`src/sv/msot_pkg.sv`:
```
// Shared types and constants of the multi-slot timer.
// No dependencies.
`timescale 1ns / 1ps

package msot_pkg;

	localparam int NUM_SLOTS_DEF = 16;
	localparam int SLOT_W        = 4;
	localparam int VALUE_W       = 16;
	localparam logic [VALUE_W-1:0] DEFAULT_PERIOD = 16'd1000;

	typedef enum logic [1:0] {
		KIND_ADVANCE  = 2'd0,
		KIND_PERIODIC = 2'd1,
		KIND_ONESHOT  = 2'd2,
		KIND_CANCEL   = 2'd3
	} kind_t;

endpackage

```
`src/sv/multi_slot_periodic_oneshot_timer.sv`:
```
// Top level of the multi-slot periodic / one-shot timer table.
// Depends on msot_pkg and msot_ram.
//
// channel  | handshake            | payload
// ---------+----------------------+-------------------------------------------
// command  | start & !busy        | kind, slot, value
// fire     | fired (one cycle)    | fired_slot, fire_count, was_one_shot, last
//
// Start and cancel complete while idle, without raising busy. An advance scans
// each slot in turn, paced by the RAM read port, and runs the shared divider
// (one remainder bit per cycle) for each periodic slot that fires.
// Reset clears all slots at once; remaining time and period need no clearing.
// The receiver cannot stall: each fire result shows for exactly one cycle.
`timescale 1ns / 1ps

module multi_slot_periodic_oneshot_timer #(
	parameter int NUM_SLOTS = msot_pkg::NUM_SLOTS_DEF
) (
	input  logic                         clk,
	input  logic                         arst_n,
	input  logic                         start,
	output logic                         busy,
	input  logic [1:0]                   kind,
	input  logic [msot_pkg::SLOT_W-1:0]  slot,
	input  logic [msot_pkg::VALUE_W-1:0] value,
	output logic                         fired,
	output logic [msot_pkg::SLOT_W-1:0]  fired_slot,
	output logic [msot_pkg::VALUE_W-1:0] fire_count,
	output logic                         was_one_shot,
	output logic                         last
);

	localparam int IDX_W = (NUM_SLOTS > 1) ? $clog2(NUM_SLOTS) : 1;
	localparam int VW    = msot_pkg::VALUE_W;
	localparam int SW    = msot_pkg::SLOT_W;
	localparam int CNT_W = $clog2(VW);
	localparam logic [IDX_W-1:0] LAST_IDX = IDX_W'(NUM_SLOTS - 1);

	typedef enum logic [2:0] {
		S_IDLE,
		S_SCAN,
		S_EVAL,
		S_DIV,
		S_FLUSH
	} state_t;

	state_t               state_q;
	logic [IDX_W-1:0]     idx_q;
	logic [NUM_SLOTS-1:0] active_q;
	logic [NUM_SLOTS-1:0] one_shot_q;
	logic [VW-1:0]        ms_q;
	logic [VW-1:0]        per_q;
	logic [VW-1:0]        div_n_q;
	logic [VW-1:0]        div_r_q;
	logic [CNT_W-1:0]     div_cnt_q;
	logic                 pend_v_q;
	logic [SW-1:0]        pend_slot_q;
	logic [VW-1:0]        pend_cnt_q;
	logic                 pend_one_q;
	logic                 fired_q;
	logic [SW-1:0]        fired_slot_q;
	logic [VW-1:0]        fire_count_q;
	logic                 was_one_shot_q;
	logic                 last_q;

	msot_pkg::kind_t      cmd_kind;
	logic                 accept;
	logic                 slot_ok;
	logic [IDX_W-1:0]     cmd_idx;
	logic [VW-1:0]        start_per;

	logic                 ram_we;
	logic [IDX_W-1:0]     ram_waddr;
	logic [2*VW-1:0]      ram_wdata;
	logic                 ram_re;
	logic [2*VW-1:0]      ram_rdata;

	logic [VW-1:0]        rem_w;
	logic [VW-1:0]        per_raw;
	logic [VW-1:0]        per_w;
	logic                 expires;
	logic                 cur_one_shot;

	logic [VW:0]          div_shift;
	logic                 div_ge;
	logic [VW-1:0]        div_r_next;
	logic [VW-1:0]        div_n_next;
	logic                 div_last;

	logic                 fire_now;
	logic [VW-1:0]        fire_cnt;
	logic                 fire_one;
	logic                 step_done;

	assign cmd_kind  = msot_pkg::kind_t'(kind);
	assign accept    = start && !busy;
	assign slot_ok   = int'(slot) < NUM_SLOTS;
	assign cmd_idx   = IDX_W'(slot);
	assign start_per = (value == '0) ? msot_pkg::DEFAULT_PERIOD : value;

	assign rem_w        = ram_rdata[VW-1:0];
	assign per_raw      = ram_rdata[2*VW-1:VW];
	assign per_w        = (per_raw == '0) ? msot_pkg::DEFAULT_PERIOD : per_raw;
	assign expires      = rem_w <= ms_q;
	assign cur_one_shot = one_shot_q[idx_q];

	assign div_shift  = {div_r_q, div_n_q[VW-1]};
	assign div_ge     = div_shift >= {1'b0, per_q};
	assign div_r_next = div_ge ? VW'(div_shift - {1'b0, per_q}) : div_shift[VW-1:0];
	assign div_n_next = {div_n_q[VW-2:0], div_ge};
	assign div_last   = (state_q == S_DIV) && (div_cnt_q == '0);

	assign ram_re = (state_q == S_SCAN) && active_q[idx_q];

	always_comb begin
		ram_we    = 1'b0;
		ram_waddr = idx_q;
		ram_wdata = {per_raw, VW'(rem_w - ms_q)};
		fire_now  = 1'b0;
		fire_cnt  = VW'(1);
		fire_one  = 1'b1;
		step_done = 1'b0;
		case (state_q)
			S_IDLE: begin
				ram_waddr = cmd_idx;
				if (accept && slot_ok && cmd_kind == msot_pkg::KIND_PERIODIC) begin
					ram_we    = 1'b1;
					ram_wdata = {start_per, start_per};
				end else if (accept && slot_ok && cmd_kind == msot_pkg::KIND_ONESHOT) begin
					ram_we    = 1'b1;
					ram_wdata = {value, value};
				end
			end
			S_EVAL: begin
				if (!expires) begin
					ram_we    = 1'b1;
					step_done = 1'b1;
				end else if (cur_one_shot) begin
					fire_now  = 1'b1;
					step_done = 1'b1;
				end
			end
			S_DIV: begin
				if (div_last) begin
					ram_we    = 1'b1;
					ram_wdata = {per_q, VW'(per_q - div_r_next)};
					fire_now  = 1'b1;
					fire_cnt  = VW'(div_n_next + VW'(1));
					fire_one  = 1'b0;
					step_done = 1'b1;
				end
			end
			default: begin
			end
		endcase
	end

	msot_ram #(
		.WIDTH (2 * VW),
		.DEPTH (NUM_SLOTS)
	) u_ram (
		.clk   (clk),
		.we    (ram_we),
		.waddr (ram_waddr),
		.wdata (ram_wdata),
		.re    (ram_re),
		.raddr (idx_q),
		.rdata (ram_rdata)
	);

	always_ff @(posedge clk or negedge arst_n) begin
		if (!arst_n) begin
			state_q        <= S_IDLE;
			idx_q          <= '0;
			active_q       <= '0;
			one_shot_q     <= '0;
			ms_q           <= '0;
			per_q          <= '0;
			div_n_q        <= '0;
			div_r_q        <= '0;
			div_cnt_q      <= '0;
			pend_v_q       <= 1'b0;
			pend_slot_q    <= '0;
			pend_cnt_q     <= '0;
			pend_one_q     <= 1'b0;
			fired_q        <= 1'b0;
			fired_slot_q   <= '0;
			fire_count_q   <= '0;
			was_one_shot_q <= 1'b0;
			last_q         <= 1'b0;
		end else begin
			fired_q <= 1'b0;
			case (state_q)
				S_IDLE: begin
					if (accept) begin
						case (cmd_kind)
							msot_pkg::KIND_ADVANCE: begin
								ms_q    <= value;
								idx_q   <= '0;
								state_q <= S_SCAN;
							end
							msot_pkg::KIND_PERIODIC: begin
								if (slot_ok) begin
									active_q[cmd_idx]   <= 1'b1;
									one_shot_q[cmd_idx] <= 1'b0;
								end
							end
							msot_pkg::KIND_ONESHOT: begin
								if (slot_ok) begin
									active_q[cmd_idx]   <= 1'b1;
									one_shot_q[cmd_idx] <= 1'b1;
								end
							end
							default: begin
								if (slot_ok) begin
									active_q[cmd_idx]   <= 1'b0;
									one_shot_q[cmd_idx] <= 1'b0;
								end
							end
						endcase
					end
				end
				S_SCAN: begin
					if (active_q[idx_q]) begin
						state_q <= S_EVAL;
					end else if (idx_q == LAST_IDX) begin
						state_q <= S_FLUSH;
					end else begin
						idx_q <= idx_q + IDX_W'(1);
					end
				end
				S_EVAL: begin
					if (expires && cur_one_shot) begin
						active_q[idx_q]   <= 1'b0;
						one_shot_q[idx_q] <= 1'b0;
					end else if (expires) begin
						div_n_q   <= VW'(ms_q - rem_w);
						div_r_q   <= '0;
						per_q     <= per_w;
						div_cnt_q <= CNT_W'(VW - 1);
						state_q   <= S_DIV;
					end
				end
				S_DIV: begin
					div_n_q   <= div_n_next;
					div_r_q   <= div_r_next;
					div_cnt_q <= div_cnt_q - CNT_W'(1);
				end
				S_FLUSH: begin
					if (pend_v_q) begin
						fired_q        <= 1'b1;
						fired_slot_q   <= pend_slot_q;
						fire_count_q   <= pend_cnt_q;
						was_one_shot_q <= pend_one_q;
						last_q         <= 1'b1;
					end
					pend_v_q <= 1'b0;
					state_q  <= S_IDLE;
				end
				default: begin
					state_q <= S_IDLE;
				end
			endcase

			// hold the newest fire until the next one shows it was not the last
			if (fire_now) begin
				if (pend_v_q) begin
					fired_q        <= 1'b1;
					fired_slot_q   <= pend_slot_q;
					fire_count_q   <= pend_cnt_q;
					was_one_shot_q <= pend_one_q;
					last_q         <= 1'b0;
				end
				pend_v_q    <= 1'b1;
				pend_slot_q <= SW'(idx_q);
				pend_cnt_q  <= fire_cnt;
				pend_one_q  <= fire_one;
			end

			if (step_done) begin
				if (idx_q == LAST_IDX) begin
					state_q <= S_FLUSH;
				end else begin
					idx_q   <= idx_q + IDX_W'(1);
					state_q <= S_SCAN;
				end
			end
		end
	end

	assign busy         = (state_q != S_IDLE);
	assign fired        = fired_q;
	assign fired_slot   = fired_slot_q;
	assign fire_count   = fire_count_q;
	assign was_one_shot = was_one_shot_q;
	assign last         = last_q;

endmodule

```
`src/sv/msot_ram.sv`:
```
// Generic single-port-write, single-port-read RAM with registered read.
// No dependencies.
`timescale 1ns / 1ps

module msot_ram #(
	parameter int WIDTH = 32,
	parameter int DEPTH = 16,
	localparam int AW = (DEPTH > 1) ? $clog2(DEPTH) : 1
) (
	input  logic             clk,
	input  logic             we,
	input  logic [AW-1:0]    waddr,
	input  logic [WIDTH-1:0] wdata,
	input  logic             re,
	input  logic [AW-1:0]    raddr,
	output logic [WIDTH-1:0] rdata
);

	logic [WIDTH-1:0] mem_q [DEPTH];
	logic [WIDTH-1:0] rdata_q;

	always_ff @(posedge clk) begin
		if (we) begin
			mem_q[waddr] <= wdata;
		end
		if (re) begin
			rdata_q <= mem_q[raddr];
		end
	end

	assign rdata = rdata_q;

endmodule

```
`config.mk`:
```
export PLATFORM = sky130hd
export DESIGN_NAME = multi_slot_periodic_oneshot_timer
export DESIGN_NICKNAME = d
export VERILOG_FILES = /design/src/sv/msot_pkg.sv /design/src/sv/multi_slot_periodic_oneshot_timer.sv /design/src/sv/msot_ram.sv
export SDC_FILE = /design/constraint.sdc
export NUM_CORES = 1
export LEC_CHECK = 0
export ABC_CLOCK_PERIOD_IN_PS = 15630
export BUFFER_PORTS_ARGS = -buffer_cell sky130_fd_sc_hd__clkbuf_2
export CAP_MARGIN = 0
export CORE_MARGIN = 10
export CORE_UTILIZATION = 50
export CTS_CLUSTER_DIAMETER = 200
export CTS_CLUSTER_SIZE = 12
export DETAILED_ROUTE_END_ITERATION = 8
export PLACE_DENSITY = 0.66
export SLEW_MARGIN = 40
export SYNTH_ARGS = -nofsm -noshare
export SYNTH_HDL_FRONTEND = slang
export SYNTH_HIERARCHICAL = 1
export SYNTH_SLANG_ARGS = --single-unit
```
`constraint.sdc`:
```
create_clock -name clk -period 15.63 [get_ports clk]
set_input_delay 1.563 -clock clk [delete_from_list [all_inputs] [get_ports clk]]
set_output_delay 1.563 -clock clk [all_outputs]
set_load 0.03 [all_outputs]
```
Word-level counts from Yosys, hierarchy flattened:

Memories as Yosys holds them, arrays and structs flattened. A register that Yosys moved wholly into a read port is not among the register bits.
Cells that the tools add are included.
W data, S select, Z words.

* reduce and logical (&&, ||, !) cells: 24
* mux-type cells: 87
* $lt $le $gt $ge: 6
* equal/unequal tests: 18
* bitwise operators: 9
* $add $sub $neg: 7

Operators with widths (count)
* $mux W16: 17
* $pmux W16 S2: 6
* $mux W32: 3
* $and A16 B16 Y16: 4
* $pmux W32 S2: 1
* $sub A16 B16 Y16: 4
* $mux W4: 13
* $logic_not A16 Y1: 2
* $not A16 Y16: 2
* $or A16 B16 Y16: 2
* $mux W1: 29
* $mux W3: 8
* $ge A17 B16 Y1: 1
* $add A16 B1 Y16 const B: 1
* $le A16 B16 Y1: 1
* $pmux W4 S2: 2
* $ne A2 B2 Y1 const B: 6
* $ne A3 B3 Y1 const B: 4
* $pmux W3 S4: 1
* $lt A4 B5 Y1 const B: 2
* $reduce_and A3 Y1: 3
* $bmux W1 S4: 2
* $demux W1 S4: 2
* $ge A4 B1 Y1 const B: 2
* 22 further kinds: 33

* register bits after elaboration: 152
* input bits: 25
* output and inout bits: 24
* logic and storage cells: 170
* memories kept: 1
* bits in writable memories: 512

Memory list
* u_ram.mem_q: words 16, bits a word 32, read ports 1, clocked after Yosys merged registers in 1, wr ports 1, RTL line msot_ram.sv:19 `logic [WIDTH-1:0] mem_q [DEPTH];`

Longest topological paths before layout:

Gate-level depths: netlist of run 1.

* depth in word-level cells: 9
* depth in mapped cells: 22
* mapped depth without buffers: 21

Modules after synthesis:

Netlist of run 1, hierarchy kept.

Modules (own cells, without submodules)
* msot_ram: cells each 838, area each 20155.6 um2, times used 1, sequential area each 16335.7 um2
* multi_slot_periodic_oneshot_timer: cells each 1201, area each 10659.0 um2, times used 1, sequential area each 3803.6 um2

Worst setup path before layout of run 1:

OpenSTA, ideal clock, no wires.

* path type: input to register
* start: in kind[0]
* end: mem u_ram.mem_q[0][0] (enable)
* path buffers: 1
* setup slack: 9755 ps
* data arrival time: 5414 ps
* data required time: 15169 ps
* library setup time: 461 ps
* stages: 9
* path through: inv_1 ha_1 nor2_1 nor2_1 nor2_1 clkbuf_1 nand2_1 or3b_2 nor3_1

* cells in the longest elaborated chain, start to end: 7
* elaborated cells on any way between the ends: 9
* classes of those cells: eq/ne: 2; mux: 5; reduce/logical: 2

Ends and longest elaborated chain
* start, declared: RTL line multi_slot_periodic_oneshot_timer.sv:23 `input logic [1:0] kind,`
* $eq A2 B2 Y1: RTL line multi_slot_periodic_oneshot_timer.sv:129 `end else if (accept && slot_ok && cmd_kind == msot_pkg::KIND_ONESHOT) begin`
* $logic_and A1 B1 Y1: RTL line multi_slot_periodic_oneshot_timer.sv:129
* $mux W1: RTL line multi_slot_periodic_oneshot_timer.sv:129
* $mux W1 *: RTL line multi_slot_periodic_oneshot_timer.sv:126 `if (accept && slot_ok && cmd_kind == msot_pkg::KIND_PERIODIC) begin`
* $pmux W1 S3 *: RTL line multi_slot_periodic_oneshot_timer.sv:123 `case (state_q)`
* net ram_we: RTL line multi_slot_periodic_oneshot_timer.sv:72 `logic ram_we;`
* $mux W1 *: RTL line msot_ram.sv:23 `if (we) begin`
* $mux W1 (not written as such) *: RTL line msot_ram.sv:24 `mem_q[waddr] <= wdata;`
* end, declared: RTL line msot_ram.sv:19

Mark *: on every way through the listed nets, which the timed path passes. The rest lies on a longest branch.

Worst setup path in the final report of run 1:

* start: reg per_q[1]
* end: mem u_ram.mem_q[8][15] (data pin)

* cells in the longest elaborated chain, start to end: 5
* elaborated cells on any way between the ends: 6
* classes of those cells: add/sub: 2; order compare: 1; mux: 3

Ends and longest elaborated chain
* start, declared: RTL line multi_slot_periodic_oneshot_timer.sv:52 `logic [VW-1:0] per_q;`
* start signal, assigned: RTL line multi_slot_periodic_oneshot_timer.sv:239 `per_q <= per_w;`
* $sub A16 B16 Y16 / $ge A17 B16 Y1 (equally long branches): RTL line multi_slot_periodic_oneshot_timer.sv:109, multi_slot_periodic_oneshot_timer.sv:108
* $mux W16: RTL line multi_slot_periodic_oneshot_timer.sv:109 `assign div_r_next = div_ge ? VW'(div_shift - {1'b0, per_q}) : div_shift[VW-1:0];`
* $sub A16 B16 Y16 *: RTL line multi_slot_periodic_oneshot_timer.sv:146 `ram_wdata = {per_q, VW'(per_q - div_r_next)};`
* $mux W32 *: RTL line multi_slot_periodic_oneshot_timer.sv:144 `if (div_last) begin`
* $pmux W32 S2 *: RTL line multi_slot_periodic_oneshot_timer.sv:123
* net ram_wdata[15]: RTL line multi_slot_periodic_oneshot_timer.sv:74 `logic [2*VW-1:0] ram_wdata;`

Marked as above.

==> results.toml, run 1 <==
[status]
status = "finished clean"

[yosys]
yosys.area_share.xor_xnor_pct = 1.750
yosys_warnings = 6
seq_area_frac_synth_pct = 65.36
yosys-mux-area-fraction_pct = 11.85
netlist_area_sq_mm = 0.03081
post_synth_and_or_nand_nor_area_fraction_pct = 6.878
synth-compound-area-share_pct = 8.466
netlist.top_cell.by_area = "sky130_fd_sc_hd__edfxtp_1"
postSynth.asyncResetShare_pct = 21.84
dominantRegCellSynth = "sky130_fd_sc_hd__edfxtp_1"
synthDominantCellAreaShare_pct = 53.01
synth_area_leaders = "sky130_fd_sc_hd__edfxtp_1 53%, sky130_fd_sc_hd__dfrtp_1 12%, sky130_fd_sc_hd__mux4_2 9.8%"
synth.net_count = 2140
synth_edf_count = 544
mapped_avg_cell_area_sq_um = 15.11
synth_top_family_by_area = "multiplexers"
ys_seq_elements = 696
synth_adder_area_share_pct = 3.183
ys_types = 79
synthCells = 2039

[final_layout]
nFillCells = 4741
num-nets-final = 2208
layout_cell_share_with_drive_strength_beyond_1_pct = 18.67
antennaDiodeCount = 0
final_core_util_pct = 56.23
multi_input_area_sq_mm = 0.01011
area_delta_synth_final_pct = 10.76
stdcell_area_sq_mm = 0.03413
sequential_cell_area_sq_mm = 0.02015

[timing]
timing.final.crit_period_ns = 6.273
setup_violating_endpoint_count_in_the_final_report = 0
timing_worst_slew_pin_value_ns = 0.8652
post-route-period-util_pct = 40.14
finalMaxSlewViolations = 0
timing.fmax_mhz = 159.4
rsz0062_at_grt = "false"
timing.max_slew.rel_slack_pct = 42.01
final_hold_viol_count = 0
setup_ws_ns = 9.357
final.setup.tns_ns = 0
setup_skew_after_layout_ns = 0.02669

[clocking]
ctsHoldBuffers = 0
cts_made_buffers = 67
max-clock-path-buffers = 3
tritoncts = "yes"
insertion_delay_ns = 0.62
clk_root_buffer_cell = "sky130_fd_sc_hd__clkbuf_16"
htree_num_levels = 3
cts.repair_timing.setup_buffer_count = 0
number_of_gates_resized_after_cts = 0
num_clock_sinks = 696
clkTransAtPathRegs_ns = 0.07

[critical_path]
max_fo_critical_path = 17
setup.reg_to_reg.worst_slack_ns = 9.36
critical_path.max_stage_delay_ns = 0.54
worst_r2r_endpoint = "u_ram/mem_q[8][15]"
r2r_start = "per_q[1]"
worstSetupStartpointType = "register"
worst_ep_arrival_time_ns = 6.56
timing.reg2reg.worst_path_depth = 20
required_ns = 15.91
setup_crit_end = "u_ram/mem_q[8][15]"
crit_chain = "inv_1 -> ha_1 -> nor2b_1 -> o2111ai_1 -> nand3_1 -> nand3_1 -> nand4_1 -> nand2_1 -> buf_4 -> mux2i_1 -> ha_1 -> nor2b_1 -> o31ai_1 -> nand2_1 -> a221o_1 -> a31o_2 -> a211o_1 -> a21oi_2 -> xnor3_1 -> a221o_1"
timing.critical_path.slowest_stage_cell = "sky130_fd_sc_hd__nand2_1"
critical_path.endpoint_type = "register"
timing_worst_setup_path_type = "reg2reg"
crit_start = "per_q[1]"

[floorplan]
effective_utilization_at_floorplan_pct = 50.77
core_sq_mm = 0.06070
design.die.area_sq_mm = 0.07196
number_of_placement_rows = 90
die_h_um = 268.3
ioPinCount = 49
die_w_um = 268.3

[pwr]
combinational_share_of_power_pct = 40.7
netSwitchingFraction_pct = 36.61
power.density_cell_area_mw_per_mm2 = 212.1
static-leakage-power_nw = 12.28
seq_power_share_pct = 39.0
switching_power_mw = 2.650
power.ir.vdd_worst_v = 0.0001072
power.clock.fraction_pct = 20.3
p_int_mw = 4.588

[global_routing]
grt.total_usage_pct = 21.71
antenna_violations_before_repair = 0
grt_start_max_net_pins = 91
global_route_wire_length_before_repair_mm = 116.7
via_count_of_the_first_global_routing_pass = 18400
globalRoute.totalOverflow = 0

[placement]
placement.setup.worst_slack_ns = 9.459
portBuffers = 48
dpl_cell_area_sq_mm = 0.03220
place.detailed.hpwl_mm = 46.82
place.gp.congestion = 0.9423

[route]
detail_route.vias_per_cell = 6.292
drtIter0Drc = 1844
antenna_left = 0
route.final.wire_length_mm = 76.81
drtPass1Iterations = 5
detail_route.drc_violations = 0
detailroute.via_count = 18400
drt-wirelength-per-cell_um = 26.27

[job]
drv_cap = 0

[hold_path]
worstHoldPathType = "reg2reg"
-- layout by cell type, fill, tap and decap left out, types with 17 or more instances in the layout --
cell type,count
sky130_fd_sc_hd__edfxtp_1,544
sky130_fd_sc_hd__nand2_1,180
sky130_fd_sc_hd__dfrtp_1,150
sky130_fd_sc_hd__mux4_2,134
sky130_fd_sc_hd__o21ai_0,95
sky130_fd_sc_hd__inv_1,85
sky130_fd_sc_hd__a22oi_1,77
sky130_fd_sc_hd__ha_1,72
sky130_fd_sc_hd__nor2_1,69
sky130_fd_sc_hd__clkbuf_16,69
sky130_fd_sc_hd__a21oi_1,59
sky130_fd_sc_hd__clkbuf_2,47
sky130_fd_sc_hd__buf_4,45
sky130_fd_sc_hd__xnor2_1,40
sky130_fd_sc_hd__mux2_2,39
sky130_fd_sc_hd__nand3_1,34
sky130_fd_sc_hd__clkbuf_1,31
sky130_fd_sc_hd__nor3_1,30
sky130_fd_sc_hd__a22o_1,25
sky130_fd_sc_hd__o211ai_1,20
sky130_fd_sc_hd__xor2_1,19
sky130_fd_sc_hd__a221o_1,17
sky130_fd_sc_hd__nand2b_1,17
-- flip-flops by register name (all words and copies together), names as in the netlist, named ones only --
register and flops:
pend_v_q 1, per_q 16, fired 1, ms_q 16, u_ram/rdata 32, state_q 3
pend_slot_q 4, div_cnt_q 4, pend_cnt_q 16, pend_one_q 1, div_r_q 16, idx_q 4
u_ram/mem_q 512, div_n_q 16
-- worst min-delay path by stage --
stage | startpoint | to | slack (ns) | cells after the start
6_report | pend_cnt_q[8] | pend_cnt_q[8] | 0.48 | 2
5_1_grt | register | register | 0.51 | 1
4_1_cts | pend_cnt_q[14] | pend_cnt_q[14] | 0.49 | 2
3_5_place_dp | pend_cnt_q[14] | pend_cnt_q[14] | 0.47 | 2
3_3_place_gp | register | register | 0.46 | 2
2_1_floorplan | pend_slot_q[3] | pend_slot_q[3] | 0.43 | 2
-- metal layers --
layer / share of wire, % / GRT usage (%) / vias to the layer above
met5: 0 / 0 / -
met4: 3.3 / 7.527 / 0
met3: 7.4 / 3.455 / 127
met2: 47 / 34.34 / 726
met1: 43 / 30.32 / 9501
li1: - / - / 8044
-- synth_stat cells (40+ instances only) --
master                     instances
sky130_fd_sc_hd__xnor2_1          40
sky130_fd_sc_hd__o21ai_0          97
sky130_fd_sc_hd__nor2_1           83
sky130_fd_sc_hd__a22oi_1          77
sky130_fd_sc_hd__edfxtp_1        544
sky130_fd_sc_hd__ha_1             72
sky130_fd_sc_hd__clkbuf_1         69
sky130_fd_sc_hd__dfrtp_1         152
sky130_fd_sc_hd__mux4_2          134
sky130_fd_sc_hd__a21oi_1          60
sky130_fd_sc_hd__nand2_1         180
sky130_fd_sc_hd__inv_1            85
-- critical path: cells and delay by family (launching register included) --
kind / cells / cell delay, ns
AO/OA/AOI/OAI: 7 / 2.25
buffers and inverters: 2 / 0.47
flip-flops: 1 / 0.44
XOR/XNOR: 1 / 0.31
adder cells (fa/ha/maj): 2 / 0.61
multiplexers: 1 / 0.36
AND/OR/NAND/NOR: 7 / 1.48
-- cells by family after synthesis --
| family | after synthesis |
|---|---|
| flops | 696 |
| simple gates | 448 |
| compound gates | 384 |
| buf+inv | 189 |
| mux | 186 |
| fa+ha+maj | 76 |
| xor+xnor | 60 |
-- through the flow --
| step | instances | power, mW | hold slack, ns |
|---|---|---|---|
| after global routing | 2924 | 7.656 | 0.5076 |
| after CTS | 2923 | 7.257 | 0.4865 |
| final | 2924 | 7.238 | 0.4817 |
| after floorplan | 2039 | 4.887 | 0.4348 |
| after detailed placement | 2819 | 5.773 | 0.4732 |
| after global placement | 2813 | 5.695 | 0.4588 |
-- power groups by stage --
| stage | combinational [mW] | sequential, mW | clock [mW] |
|---|---|---|---|
| after detailed placement | 2.91 | 2.86 | 0 |
| after global placement | 2.85 | 2.85 | 0 |
| after floorplan | 2.11 | 2.77 | 0 |
| final | 2.94 | 2.82 | 1.47 |
| after CTS | 2.93 | 2.82 | 1.50 |
| after global routing | 3.23 | 2.85 | 1.57 |
-- final cells by class --
type                            instances  share of cell area, %
Clock buffer                          100                  5.400
Inverter                               86                 0.9459
Tap cell                              782                  2.867
Timing Repair Buffer                  102                  1.969
Sequential cell                       696                  59.03
Clock inverter                          4                 0.1686
Multi-Input combinational cell       1154                  29.62
Note: power is estimated with default switching activity, not from simulation.
==> run 2, diff against run 1 <==
--- a/config.mk
+++ b/config.mk
@@ -5,7 +5,7 @@
 export SDC_FILE = /design/constraint.sdc
 export NUM_CORES = 1
 export LEC_CHECK = 0
-export ABC_CLOCK_PERIOD_IN_PS = 15630
+export ABC_CLOCK_PERIOD_IN_PS = 5490
 export BUFFER_PORTS_ARGS = -buffer_cell sky130_fd_sc_hd__clkbuf_2
 export CAP_MARGIN = 0
 export CORE_MARGIN = 10
@@ -13,7 +13,7 @@
 export CTS_CLUSTER_DIAMETER = 200
 export CTS_CLUSTER_SIZE = 12
 export DETAILED_ROUTE_END_ITERATION = 8
-export PLACE_DENSITY = 0.66
+export PLACE_DENSITY = 0.68
 export SLEW_MARGIN = 40
 export SYNTH_ARGS = -nofsm -noshare
 export SYNTH_HDL_FRONTEND = slang
==> constraint.sdc (replaced) <==
create_clock -name clk -period 5.49 [get_ports clk]
set_input_delay 0.549 -clock clk [delete_from_list [all_inputs] [get_ports clk]]
set_output_delay 0.549 -clock clk [all_outputs]
set_load 0.03 [all_outputs]
==> results.toml, run 2 (synthesis gave the netlist of run 1 again) <==
[floorplan]
ioPinCount = 49
core_sq_mm = 0.06070
die_w_um = 268.3
design.die.area_sq_mm = 0.07196
die_h_um = 268.3
number_of_placement_rows = 90
effective_utilization_at_floorplan_pct = 50.77

[timing]
final.setup.tns_ns = 0
timing.fmax_mhz = 191.5
timing_worst_slew_pin_value_ns = 0.8702
final_hold_viol_count = 0
finalMaxSlewViolations = 0
timing.final.crit_period_ns = 5.222
post-route-period-util_pct = 95.12
setup_skew_after_layout_ns = 0.03566
setup_ws_ns = 0.2677
timing.max_slew.rel_slack_pct = 41.85
setup_violating_endpoint_count_in_the_final_report = 0

[critical_path]
timing_worst_setup_path_type = "reg2reg"
path_delay_family = "compound AO/OA/AOI/OAI gates"
crit_chain = "inv_1 -> ha_1 -> nand4_1 -> nor4_1 -> or4_1 -> nor2_1 -> nand4_1 -> nand2_2 -> buf_4 -> nor2_1 -> a21oi_2 -> ha_1 -> a2111oi_1 -> nand2_1 -> a221o_1 -> a31o_2 -> buf_4 -> a21o_1 -> a21oi_1 -> xnor2_1 -> a221o_1"
max_fo_critical_path = 16
critical_path.endpoint_type = "register"
timing.reg2reg.worst_path_depth = 21
worst_ep_arrival_time_ns = 5.50
critical_path.max_stage_delay_ns = 0.49
cp_num_cells = 21
worst-path-buf-inv = 3
worstSetupStartpointType = "register"
required_ns = 5.77
timing.critical_path.slowest_stage_cell = "sky130_fd_sc_hd__a221o_1"

[global_routing]
global_route_wire_length_before_repair_mm = 118.6
antenna_violations_before_repair = 1
grt.total_usage_pct = 22.13
globalRoute.totalOverflow = 0
via_count_of_the_first_global_routing_pass = 18620
grt_start_max_net_pins = 69

[clocking]
num_clock_sinks = 696
insertion_delay_ns = 0.62
tritoncts = "yes"
max-clock-path-buffers = 3
cts_made_buffers = 67
clkTransAtPathRegs_ns = 0.07
cts.repair_timing.setup_buffer_count = 0
htree_num_levels = 3
clk_root_buffer_cell = "sky130_fd_sc_hd__clkbuf_16"

[placement]
portBuffers = 48
place.detailed.hpwl_mm = 48.74
placement.setup.worst_slack_ns = 0.05597
place.gp.congestion = 0.9251

[route]
detailroute.via_count = 18530
antenna_left = 0
drtPass1Iterations = 7
detail_route.vias_per_cell = 6.301
drt-wirelength-per-cell_um = 26.72
drtIter0Drc = 1966
route.final.wire_length_mm = 78.59
detail_route.drc_violations = 0

[final_layout]
layout_common_cells = "544 x sky130_fd_sc_hd__edfxtp_1, 179 x sky130_fd_sc_hd__nand2_1, 150 x sky130_fd_sc_hd__dfrtp_1, 134 x sky130_fd_sc_hd__mux4_2, 95 x sky130_fd_sc_hd__o21ai_0"
sequential_cell_area_sq_mm = 0.02015
flip_flop_count_of_the_largest_register_all_copies_and_words_added = 512
antennaDiodeCount = 0
multi_input_area_sq_mm = 0.01013
nFillCells = 4651
layout_cell_share_with_drive_strength_beyond_1_pct = 19.73
final_core_util_pct = 56.71
regMostFlops = "u_ram/mem_q"
num-nets-final = 2228
layout.cells.most_common = "sky130_fd_sc_hd__edfxtp_1"
area_delta_synth_final_pct = 11.69

[pwr]
static-leakage-power_nw = 12.41
power.density_cell_area_mw_per_mm2 = 608.6
power.ir.vdd_worst_v = 0.0002729

[status]
status = "finished clean"

[job]
drv_cap = 0

[hold_path]
worstHoldPathType = "in2reg"
hold_path_depth = 2
run 2: cell types whose count changed in the layout (fill, tap and decap cells not counted), moves of 3 or more:
| cell | before | now |
|---|---|---|
| sky130_fd_sc_hd__clkbuf_1 | 31 | 27 |
| sky130_fd_sc_hd__o221ai_2 | 7 | 4 |
| sky130_fd_sc_hd__o221ai_1 | 2 | 5 |
| sky130_fd_sc_hd__buf_12 | 1 | 8 |
| sky130_fd_sc_hd__buf_2 | 4 | 1 |
| sky130_fd_sc_hd__buf_4 | 45 | 59 |
run 2: where the power goes:
group          switching [mW]  internal [mW]  leakage [nW]
combinational            5.27           3.42          4.61
sequential              0.563           7.47          6.88
clock                    1.88           2.33         0.920
total                    7.72           13.2          12.4
run 2: worst paths after layout:
check | start | to | slack [ns]
worst max-delay path | per_q[10] | u_ram/mem_q[1][13] | 0.27
worst min-delay path | value[11] | ms_q[11] | 0.27
worst max register to register | per_q[10] | u_ram/mem_q[1][13] | 0.27
worst min register to register | pend_cnt_q[13] | pend_cnt_q[13] | 0.48
max in group asynchronous | arst_n | div_r_q[8] | 4.06
min in group asynchronous | arst_n | asynchronous set/reset pin | 0.44
run 2: area by class of cell:
cell class                      count  share of cell area [%]
Clock inverter                      4                  0.1563
Clock buffer                       97                   5.384
Sequential cell                   696                   58.54
Timing Repair Buffer              121                   2.697
Multi-Input combinational cell   1155                   29.45
Inverter                           86                  0.9379
Tap cell                          782                   2.843
run 2: stage by stage:
step           instances  hold slack, ns  instance area [sq um]  total power [mW]
2_1_floorplan       2039          0.2534                  30810             13.91
3_3_place_gp        2833          0.4509                  32330             16.43
3_5_place_dp        2838          0.4690                  32460             16.66
4_1_cts             2940          0.2236                  34370             20.92
5_1_grt             2941          0.2565                  34420             22.07
6_report            2941          0.2727                  34420             20.95
run 2: repair_timing:
item	4_1_cts	5_1_grt
endpoints found under the hold margin	53	0
resized for setup	1	11
hold buffers	1	0
cloned	0	1
setup endpoints to repair	15	80
pin swaps	0	6
run 2: metal layers:
metal  GRT usage, %  vias to the layer above  share of wire [%]
met2          35.40                      786                 47
met4          7.084                        0                2.7
met5              0                        -                  0
li1               -                     8080                  -
met3          3.693                      116                8.2
met1          30.68                     9549                 42
==> run 3, diff against run 2 <==
--- a/config.mk
+++ b/config.mk
@@ -9,11 +9,11 @@
 export BUFFER_PORTS_ARGS = -buffer_cell sky130_fd_sc_hd__clkbuf_2
 export CAP_MARGIN = 0
 export CORE_MARGIN = 10
-export CORE_UTILIZATION = 50
+export CORE_UTILIZATION = 55
 export CTS_CLUSTER_DIAMETER = 200
 export CTS_CLUSTER_SIZE = 12
 export DETAILED_ROUTE_END_ITERATION = 8
-export PLACE_DENSITY = 0.68
+export PLACE_DENSITY = 0.74
 export SLEW_MARGIN = 40
 export SYNTH_ARGS = -nofsm -noshare
 export SYNTH_HDL_FRONTEND = slang
==> constraint.sdc (replaced) <==
create_clock -name clk -period 5.49 [get_ports clk]
set_input_delay 1.647 -clock clk [delete_from_list [all_inputs] [get_ports clk]]
set_output_delay 1.647 -clock clk [all_outputs]
set_load 0.03 [all_outputs]
==> results.toml, run 3 (synthesis gave the netlist of run 1 again) <==
[status]
status = "finished clean"

[route]
drtIter0Drc = 2177
route.final.wire_length_mm = 78.13
antenna_left = 0
drtPass1Iterations = 5
detail_route.vias_per_cell = 6.454
drt-wirelength-per-cell_um = 26.74
detail_route.drc_violations = 0
detailroute.via_count = 18860

[timing]
timing.max_slew.rel_slack_pct = 47.03
setup_violating_endpoint_count_in_the_final_report = 0
timing.final.crit_period_ns = 5.246
finalMaxSlewViolations = 0
post-route-period-util_pct = 95.55
setup_skew_after_layout_ns = 0.04035
timing.fmax_mhz = 190.6
final.setup.tns_ns = 0
timing_worst_slew_pin_value_ns = 0.7946
final_hold_viol_count = 0

[clocking]
tritoncts = "yes"
max-clock-path-buffers = 3
cts_made_buffers = 67
insertion_delay_ns = 0.63
clkTransAtPathRegs_ns = 0.07
num_clock_sinks = 696
htree_num_levels = 3
clk_root_buffer_cell = "sky130_fd_sc_hd__clkbuf_16"
ctsHoldBuffers = 0

[critical_path]
required_ns = 5.82
r2r_start = "per_q[10]"
crit_start = "per_q[10]"
max_fo_critical_path = 8
worst_ep_arrival_time_ns = 5.58
critical_path.endpoint_type = "register"
timing_worst_setup_path_type = "reg2reg"
timing.reg2reg.worst_path_depth = 21
worstSetupStartpointType = "register"

[final_layout]
num-nets-final = 2241
layout_common_cells = "544 x sky130_fd_sc_hd__edfxtp_1, 178 x sky130_fd_sc_hd__nand2_1, 149 x sky130_fd_sc_hd__dfrtp_1, 134 x sky130_fd_sc_hd__mux4_2, 95 x sky130_fd_sc_hd__o21ai_0"
final_core_util_pct = 62.13
instances_no_fill = 2922
flip_flop_count_of_the_largest_register_all_copies_and_words_added = 512
layout.cells.most_common = "sky130_fd_sc_hd__edfxtp_1"
nFillCells = 4028
antennaDiodeCount = 0
area_delta_synth_final_pct = 11.52
regMostFlops = "u_ram/mem_q"
layout_cell_share_with_drive_strength_beyond_1_pct = 19.92

[pwr]
static-leakage-power_nw = 12.44
finalPower_mw = 21.06
power.ir.vdd_worst_v = 0.0002917
power.density_cell_area_mw_per_mm2 = 612.9

[floorplan]
effective_utilization_at_floorplan_pct = 55.71
die_h_um = 256.7
number_of_placement_rows = 86
core_sq_mm = 0.05531
ioPinCount = 49
design.die.area_sq_mm = 0.06589
die_w_um = 256.7

[placement]
place.detailed.hpwl_mm = 46.48
dp.cells = 2813
place.gp.congestion = 0.9375
portBuffers = 48

[global_routing]
globalRoute.totalOverflow = 0
global_route_wire_length_before_repair_mm = 117.6
groute.layer.met2.usage_pct = 36.98
grt_start_max_net_pins = 92
gr-usage-met1_pct = 32.15
antenna_violations_before_repair = 2
groute.layer.met3.usage_pct = 4.606
via_count_of_the_first_global_routing_pass = 18680
grt.total_usage_pct = 23.60
top_usage_layer = "met2"

[hold_path]
hold_path_depth = 2
worstHoldPathType = "reg2reg"

[job]
drv_cap = 0
-- run 3: cell count changes in the layout (fill, tap and decap cells not counted), sizes merged --
cell and delta:
buf +15, dlygate4sd3 -1, inv +1
-- run 3: worst paths after layout --
path	endpoint	slack (ns)
max reg2reg	u_ram/mem_q[0][15]	0.24
max	u_ram/mem_q[0][15]	0.24
min	register	0.47
min reg2reg	register	0.47
max in group asynchronous	pend_cnt_q[7]	3.50
min in group asynchronous	pend_slot_q[2]	1.03
-- run 3: repair_timing --
action	in CTS	in global routing
setup endpoints to repair	16	68
pin swaps	0	3
setup buffers	0	4
cloned	0	1
resized for setup	1	7
-- run 3: worst max-delay path, cell delays in order, from the launching register on --
cell                       delay (ns)
sky130_fd_sc_hd__dfrtp_1         0.41
sky130_fd_sc_hd__inv_1           0.08
sky130_fd_sc_hd__ha_2            0.31
sky130_fd_sc_hd__nand4_1         0.14
sky130_fd_sc_hd__nor4_1          0.07
sky130_fd_sc_hd__or4_1           0.43
sky130_fd_sc_hd__nor2_1          0.11
sky130_fd_sc_hd__nand4_1         0.17
sky130_fd_sc_hd__nand2_4         0.18
sky130_fd_sc_hd__buf_4           0.15
sky130_fd_sc_hd__nor2_1          0.05
sky130_fd_sc_hd__a21oi_1         0.18
sky130_fd_sc_hd__ha_1            0.28
sky130_fd_sc_hd__o211ai_1        0.19
sky130_fd_sc_hd__nand2_1         0.10
sky130_fd_sc_hd__and3_1          0.19
sky130_fd_sc_hd__a221o_1         0.39
sky130_fd_sc_hd__a31o_2          0.30
sky130_fd_sc_hd__a211o_1         0.27
sky130_fd_sc_hd__a21oi_2         0.15
sky130_fd_sc_hd__xnor3_1         0.37
sky130_fd_sc_hd__a221o_1         0.42
-- run 3: cell type report --
type / count / area [sq um] / area share (%)
inverters: 86 / 322.8 / 0.9394
flip-flops and latches: 696 / 20150 / 58.63
clock buffers: 98 / 1814 / 5.280
clock inverters: 5 / 62.56 / 0.1821
well taps: 748 / 935.9 / 2.724
multi-input cells: 1155 / 10140 / 29.50
repair buffers: 134 / 942.2 / 2.742
-- run 3: through the flow --
stage	worst slack (ns)	hold slack, ns	instance area, sq um
2_1_floorplan	0.1891	0.4348	30830
3_3_place_gp	0.08770	0.4574	32360
3_5_place_dp	-0.03160	0.4627	32410
4_1_cts	0.04588	0.4775	34290
5_1_grt	-0.003893	0.5117	34360
6_report	0.2442	0.4730	34360
-- run 3: power breakdown --
group | internal [mW] | total, mW | switching, mW | leakage (nW)
Combinational | 3.57 | 8.88 | 5.31 | 4.65
Sequential | 7.47 | 8.03 | 0.552 | 6.88
Clock | 2.29 | 4.16 | 1.87 | 0.904
Total | 13.3 | 21.1 | 7.73 | 12.4
-- run 3: metal layers --
| metal | vias up | share of wire (%) |
|---|---|---|
| li1 | 8102 | - |
| met1 | 9606 | 39 |
| met2 | 985 | 47 |
| met3 | 167 | 9.8 |
| met4 | 0 | 3.8 |
| met5 | - | 0 |
